[src/rtl/clb_pkg.sv]
`timescale 1ns / 1ps

package clb_pkg;

   localparam int NUM_W   = 10;
   localparam int TALLY_W = 13;
   localparam int OUT_MAX = 32;

   localparam logic [1:0] CSR_ACTIVE_CLUSTERS = 2'd0;
   localparam logic [1:0] CSR_LIST_CAPACITY   = 2'd1;
   localparam logic [1:0] CSR_LIGHT_CAP       = 2'd2;

   typedef enum logic [1:0] {
      ACT_LOAD  = 2'd0,
      ACT_CLEAR = 2'd1,
      ACT_BIN   = 2'd2,
      ACT_READ  = 2'd3
   } action_type;

   typedef enum logic [3:0] {
      ST_IDLE,
      ST_SWEEP,
      ST_BIN_RUN,
      ST_BIN_DRAIN,
      ST_EMIT,
      ST_RD_CNT,
      ST_RD_CHK,
      ST_RD_ADDR,
      ST_RD_DATA
   } back_state_type;

   typedef struct packed {
      logic [1:0]         action;
      logic [11:0]        cluster_index;
      logic signed [31:0] box_min_x;
      logic signed [31:0] box_min_y;
      logic signed [31:0] box_min_z;
      logic signed [31:0] box_max_x;
      logic signed [31:0] box_max_y;
      logic signed [31:0] box_max_z;
      logic signed [31:0] center_x;
      logic signed [31:0] center_y;
      logic signed [31:0] center_z;
      logic [30:0]        light_radius;
   } req_type;

   typedef struct packed {
      logic [NUM_W-1:0]   light_number;
      logic [TALLY_W-1:0] tally;
      logic               entry_valid;
      logic               dropped;
      logic               last;
   } rsp_type;

   typedef struct packed {
      logic [12:0] active_clusters;
      logic [5:0]  list_capacity;
      logic [10:0] light_cap;
   } cfg_type;

   typedef struct packed {
      logic [31:0] min_x;
      logic [31:0] min_y;
      logic [31:0] min_z;
      logic [31:0] max_x;
      logic [31:0] max_y;
      logic [31:0] max_z;
   } box_type;

   typedef struct packed {
      action_type  kind;
      logic        load_ok;
      logic [11:0] cluster_index;
      box_type     box;
      logic [31:0] center_x;
      logic [31:0] center_y;
      logic [31:0] center_z;
      logic [61:0] rsq;
   } job_type;

endpackage

[src/rtl/clb_front.sv]
`timescale 1ns / 1ps

module clb_front
   import clb_pkg::*;
#(
   parameter int CLUSTERS = 4096
) (
   input  logic    clock,
   input  logic    reset,
   input  logic    req_valid,
   output logic    req_ready,
   input  req_type req_payload,
   input  logic    hold,
   output logic    job_valid,
   input  logic    job_ready,
   output job_type job
);

   localparam int QDEPTH = 2;

   job_type     q_ff [QDEPTH];
   logic        wp_ff, wp_in;
   logic        rp_ff, rp_in;
   logic [1:0]  cnt_ff, cnt_in;
   job_type     job_new;
   logic        push;
   logic        pop;

   always_comb begin
      job_new.kind          = action_type'(req_payload.action);
      job_new.load_ok       = 32'(req_payload.cluster_index) < 32'(CLUSTERS);
      job_new.cluster_index = req_payload.cluster_index;
      job_new.box.min_x     = req_payload.box_min_x;
      job_new.box.min_y     = req_payload.box_min_y;
      job_new.box.min_z     = req_payload.box_min_z;
      job_new.box.max_x     = req_payload.box_max_x;
      job_new.box.max_y     = req_payload.box_max_y;
      job_new.box.max_z     = req_payload.box_max_z;
      job_new.center_x      = req_payload.center_x;
      job_new.center_y      = req_payload.center_y;
      job_new.center_z      = req_payload.center_z;
      job_new.rsq           = 62'(req_payload.light_radius) * 62'(req_payload.light_radius);
   end

   assign req_ready = (cnt_ff != 2'(QDEPTH)) && !hold;
   assign push      = req_valid && req_ready;
   assign job_valid = cnt_ff != 2'd0;
   assign pop       = job_valid && job_ready;
   assign job       = q_ff[rp_ff];

   always_comb begin
      wp_in  = push ? !wp_ff : wp_ff;
      rp_in  = pop ? !rp_ff : rp_ff;
      cnt_in = cnt_ff + 2'(push) - 2'(pop);
   end

   always_ff @(posedge clock) begin
      if (reset) begin
         wp_ff  <= 1'b0;
         rp_ff  <= 1'b0;
         cnt_ff <= 2'd0;
      end else begin
         wp_ff  <= wp_in;
         rp_ff  <= rp_in;
         cnt_ff <= cnt_in;
      end
      if (push) begin
         q_ff[wp_ff] <= job_new;
      end
   end

endmodule

[config.mk]
export PLATFORM = sky130hd
export DESIGN_NAME = clb_front
export DESIGN_NICKNAME = d
export VERILOG_FILES = /design/src/rtl/clb_pkg.sv /design/src/rtl/clb_front.sv
export SDC_FILE = /design/constraint.sdc
export NUM_CORES = 2
export LEC_CHECK = 0
export CELL_PAD_IN_SITES_DETAIL_PLACEMENT = 1
export CELL_PAD_IN_SITES_GLOBAL_PLACEMENT = 1
export CORE_ASPECT_RATIO = 1.4
export CORE_UTILIZATION = 54
export DETAILED_ROUTE_END_ITERATION = 8
export DONT_BUFFER_PORTS = 1
export PLACE_DENSITY = 0.82
export SYNTH_ARGS = -nofsm -noshare
export SYNTH_HDL_FRONTEND = slang
export SYNTH_SLANG_ARGS = --single-unit
[constraint.sdc]
create_clock -name clock -period 23.6 [get_ports clock]
set_input_delay 0 -clock clock [delete_from_list [all_inputs] [get_ports clock]]
set_output_delay 0 -clock clock [all_outputs]
set_load 0.01 [all_outputs]
# == Yosys cells after proc, flatten, opt, wreduce, memory -nomap -nowiden ==
# Memories as Yosys holds them, arrays and structs flattened. A register that Yosys moved wholly into a read port is not among the register bits.
# Index checks and enable logic that the tools add are counted.
# word_totals
reg_bits,4
latch_bits,0
mem_bits_rw,728
romBits,0
inputBits,338
out_inout_bits,367
n_memories,1
# mem_list
memory,words,word_bits,read_ports,rd_clocked_by_memory_dff,write_ports,line,rtl
q_ff,2,364,1,1,1,clb_front.sv:21,job_type q_ff [QDEPTH];
# op_classes
add_sub_neg,2
mul,1
div_mod_pow,0
n_lt_le_gt_ge,0
n_eq_ne,1
shift,0
mux,4
bitwise_logic,0
n_reduce_logical,7
# ops
operator,count
multiplier 31 x 31 -> 62 bit,1
2-to-1 mux 1 bit,4
logical AND 1 bit,3
logical NOT 1 bit,3
adder 2 x 1 -> 2 bit,1
!= test 2 bit (second input constant),1
nonzero test 2 bit,1
subtractor 2 x 1 -> 2 bit,1

# == Longest topological paths before layout ==
# logic_depth
depth_word,5
depth_mapped,29

# == Least setup slack after synthesis ==
# Ideal clock, no wire load.
# synth_path
path_kind,reg-to-reg
start,register cnt_ff[0]
end,"memory q_ff[0][0] in the netlist's numbering, enable pin"
t_arrival_ns,15.848
path_slack_ns,6.656
path_stages_with_launch,5
path_buffers,0
path_cell_list,dfxtp_1 inv_1 a21oi_1 nand2_1 nor2_1
# synth_between
elab_chain_len,5
# synth_rtl
element,line,rtl
from (decl),clb_front.sv:24,"logic [1:0] cnt_ff, cnt_in;"
from (signal assigned),clb_front.sv:65,cnt_ff <= cnt_in;
!= test 2 bit,clb_front.sv:45,assign req_ready = (cnt_ff != 2'(QDEPTH)) && !hold;
logical AND 1 bit,clb_front.sv:45,
via req_ready,clb_front.sv:11,"output logic req_ready,"
logical AND 1 bit,clb_front.sv:46,assign push = req_valid && req_ready;
2-to-1 mux 1 bit,clb_front.sv:67,if (push) begin
2-to-1 mux 1 bit (implied by the code),clb_front.sv:68,q_ff[wp_ff] <= job_new;
to (decl),clb_front.sv:21,
# The timed path passes the listed nets, and every way through them passes these cells.

==> results.toml <==
[synth]
syn_nets = 5496
synth.avg_cell_area_um2 = 13.01
yosys_register_bits = 731
synth_edf_count = 726
ys_seq_area_share_pct = 40.70
synth.cell_area_um2 = 53810
async_flop_share_pct = 0
yosys_warnings = 0
synth.distinct_cells = 66
synthCells = 4136
ys.flop_type = "edfxtp_1"

[critical_path]
crit_arrival_ns = 8.73
crit_path_top_delay_cell = "a211oi_1"
cp-start-kind = "primary input"
path_cells = "and2_1 -> fa_1 -> fa_1 -> fa_1 -> inv_1 -> fa_1 -> inv_1 -> fa_1 -> inv_1 -> fa_1 -> inv_1 -> fa_1 -> fa_1 -> ha_1 -> a21oi_1 -> o21ai_0 -> a211oi_1 -> o31ai_1 -> buf_4 -> a21o_1 -> a211oi_2 -> nor2_1 -> a31oi_1 -> xnor2_1"
startpoint = "req_payload[6]"
path_common_cell = "fa_1"
crit_family = "adder cells"
critPathBufInv = 5
rr_startpoint = "cnt_ff[0]"
required_ns = 24.04
cpPeakStageDelay_ns = 1.47
cp-end-kind = "flip-flop"
crit_type = "in -> reg"
path_max_fanout = 28

[sta]
relSlewSlack_pct = -26.88
rsz0062_at_grt = "no"
setup-tns-final_ns = 0
min_period_ns = 8.288
final-setup-viol-count = 0
max_freq_mhz = 120.7
worst_slew_pin_slew_ns = 1.892
fin_hold_ws_ns = 0.001968
period_share_pct = 35.12
hold_viol_final = 0
fin_skew_ns = 0.03626
finalMaxSlewViolations = 8

[place]
dpl.hpwl_mm = 129.0
dp.cells = 5300
gp_congestion = 0.9628
port-buffer-count = 0

[layout]
areaGrowthSynthToFinish_pct = 13.92
drive_above_1_share_pct = 11.17
final_cells = 5906
layout_commonest_cell = "inv_1"
fin_nets = 5826
layout_common_cells = "inv_1, fa_1, edfxtp_1"

[outcome]
violations = "max-capacitance violations, max-slew violations"
outcome = "finished, violations left"

[run]
maxCapViolations = 2

[global_routing]
grt_pass1_vias = 38980
grt_usage_pct = 38.78
antenna_found_initial = 68
grt_remaining_overflow = 0
grt_pass1_wl_mm = 273.0
grt_max_degree = 168

[drt]
firstDrtPassIters = 7
viasPerCell = 5.977
route.detailed.drc = 0
wl_per_cell_um = 34.26
final_antenna_net_count = 0
drtIter0Drc = 3271
wl_mm = 202.3
num_vias = 35300

[die]
coreArea_um2 = 98520
dieHeight_um = 375.5
ios = 705
dieArea_um2 = 100900
row_count = 136
die_w_um = 268.8
start_util_pct = 54.61

[cts]
cts_setup_buffers = 0
cts.sinks = 731
root_buffer = "clkbuf_16"
clk_pin_slew_worst_paths_ns = 0.08
cts-buffers-inserted = 68
clockBufferDepth = 3
ctsHtreeMaxLevel = 3
clk_latency_ns = 0.68
cts_tree = "built"

[worst_hold_path]
min_path_type = "in -> reg"
min_from = "req_payload[303]"
-- layout make-up --
type / count / area (µm²)
fillers: 9464 / 37230
repair buffers: 417 / 4199
flip-flops and latches: 731 / 21900
clock inverters: 40 / 370.4
diodes: 81 / 202.7
well taps: 1311 / 1640
inverters: 914 / 3431
multi-input cells: 2334 / 27810
clock buffers: 78 / 1739
-- synth_stat cells (4+ instances only) --
master / n / area [µm²]
inv_1: 913 / 3427
fa_1: 748 / 14970
edfxtp_1: 726 / 21800
mux2_2: 364 / 4099
nand2_1: 299 / 1122
ha_1: 274 / 3428
and2_1: 191 / 1195
clkbuf_1: 146 / 548.0
a21oi_1: 65 / 325.3
nor2_1: 63 / 236.5
xnor2_1: 46 / 402.9
xor2_1: 42 / 367.9
o21ai_0: 39 / 195.2
a21o_1: 33 / 247.7
nand3_1: 16 / 80.08
nor2b_1: 13 / 81.33
a31oi_1: 12 / 75.07
nand2b_1: 11 / 68.82
nand4_1: 10 / 62.56
nor3_1: 10 / 50.05
a211oi_1: 9 / 67.56
o21bai_1: 8 / 60.06
or2_2: 8 / 50.05
o21a_1: 7 / 52.55
a31o_2: 6 / 52.55
dfxtp_1: 5 / 100.1
o211ai_1: 5 / 37.54
a21boi_0: 4 / 30.03
and3_1: 4 / 25.02
-- kinds of logic (layout without fill, tap and decap cells) --
group / after synthesis / in the layout / share of synthesized area (%)
muxes: 366 / 366 / 7.655
adders and majority gates: 1022 / 1022 / 34.20
and+or+nand+nor: 638 / 638 / 5.700
other: 2 / 83 / 0.01396
xor gates and xnor gates: 88 / 88 / 1.432
buffers and inverters: 1071 / 1449 / 7.632
DFF: 731 / 731 / 40.70
AOI/OAI and AO/OA: 218 / 218 / 2.663
-- metal layers --
layer / share of wire, % / track usage [%] / vias up
met4: 10 / 32.20 / 16
met2: 50 / 66.78 / 2258
li1: - / - / 13950
met1: 30 / 37.65 / 18100
met5: 0.066 / 0 / -
met3: 10 / 11.90 / 975
-- final timing paths --
| check | to | slack (ns) | cells after the start |
|---|---|---|---|
| worst min register to register | rp_ff | 0.53 | 2 |
| worst min-delay path | q_ff[0][334] | 0.002 | 1 |
| worst max-delay path | q_ff[0][60] | 15.31 | 24 |
| worst max register to register | q_ff[1][157] | 19.05 | 5 |
-- per-stage QoR --
step           cell area, µm²  setup WS (ns)  utilization (%)
2_1_floorplan           53810          6.656                -
3_3_place_gp            54910          15.73            55.74
3_5_place_dp            54910          15.70            55.74
4_1_cts                 61100          16.39            62.01
5_1_grt                 61250          15.38            62.16
6_report                61300          15.31            62.22
-- registers in the layout, indices dropped and copies added, names as in the netlist, named ones only --
signal  count
q_ff      726
cnt_ff      2
wp_ff       1
rp_ff       1
-- worst register-to-register path, cell delays in order (launching register included) --
cell     delay, ns
dfxtp_1       0.36
inv_1         0.07
a21oi_1       0.68
and3_4        1.03
buf_12        0.69
buf_4         1.20
-- what timing repair did --
item,CTS,global route
hold endpoints to repair,619,0
hold buffers,407,0
gates resized for setup,0,0
Power is not shown: default switching activity piles up to over one toggle a cycle in this logic, so the estimate is an artifact.
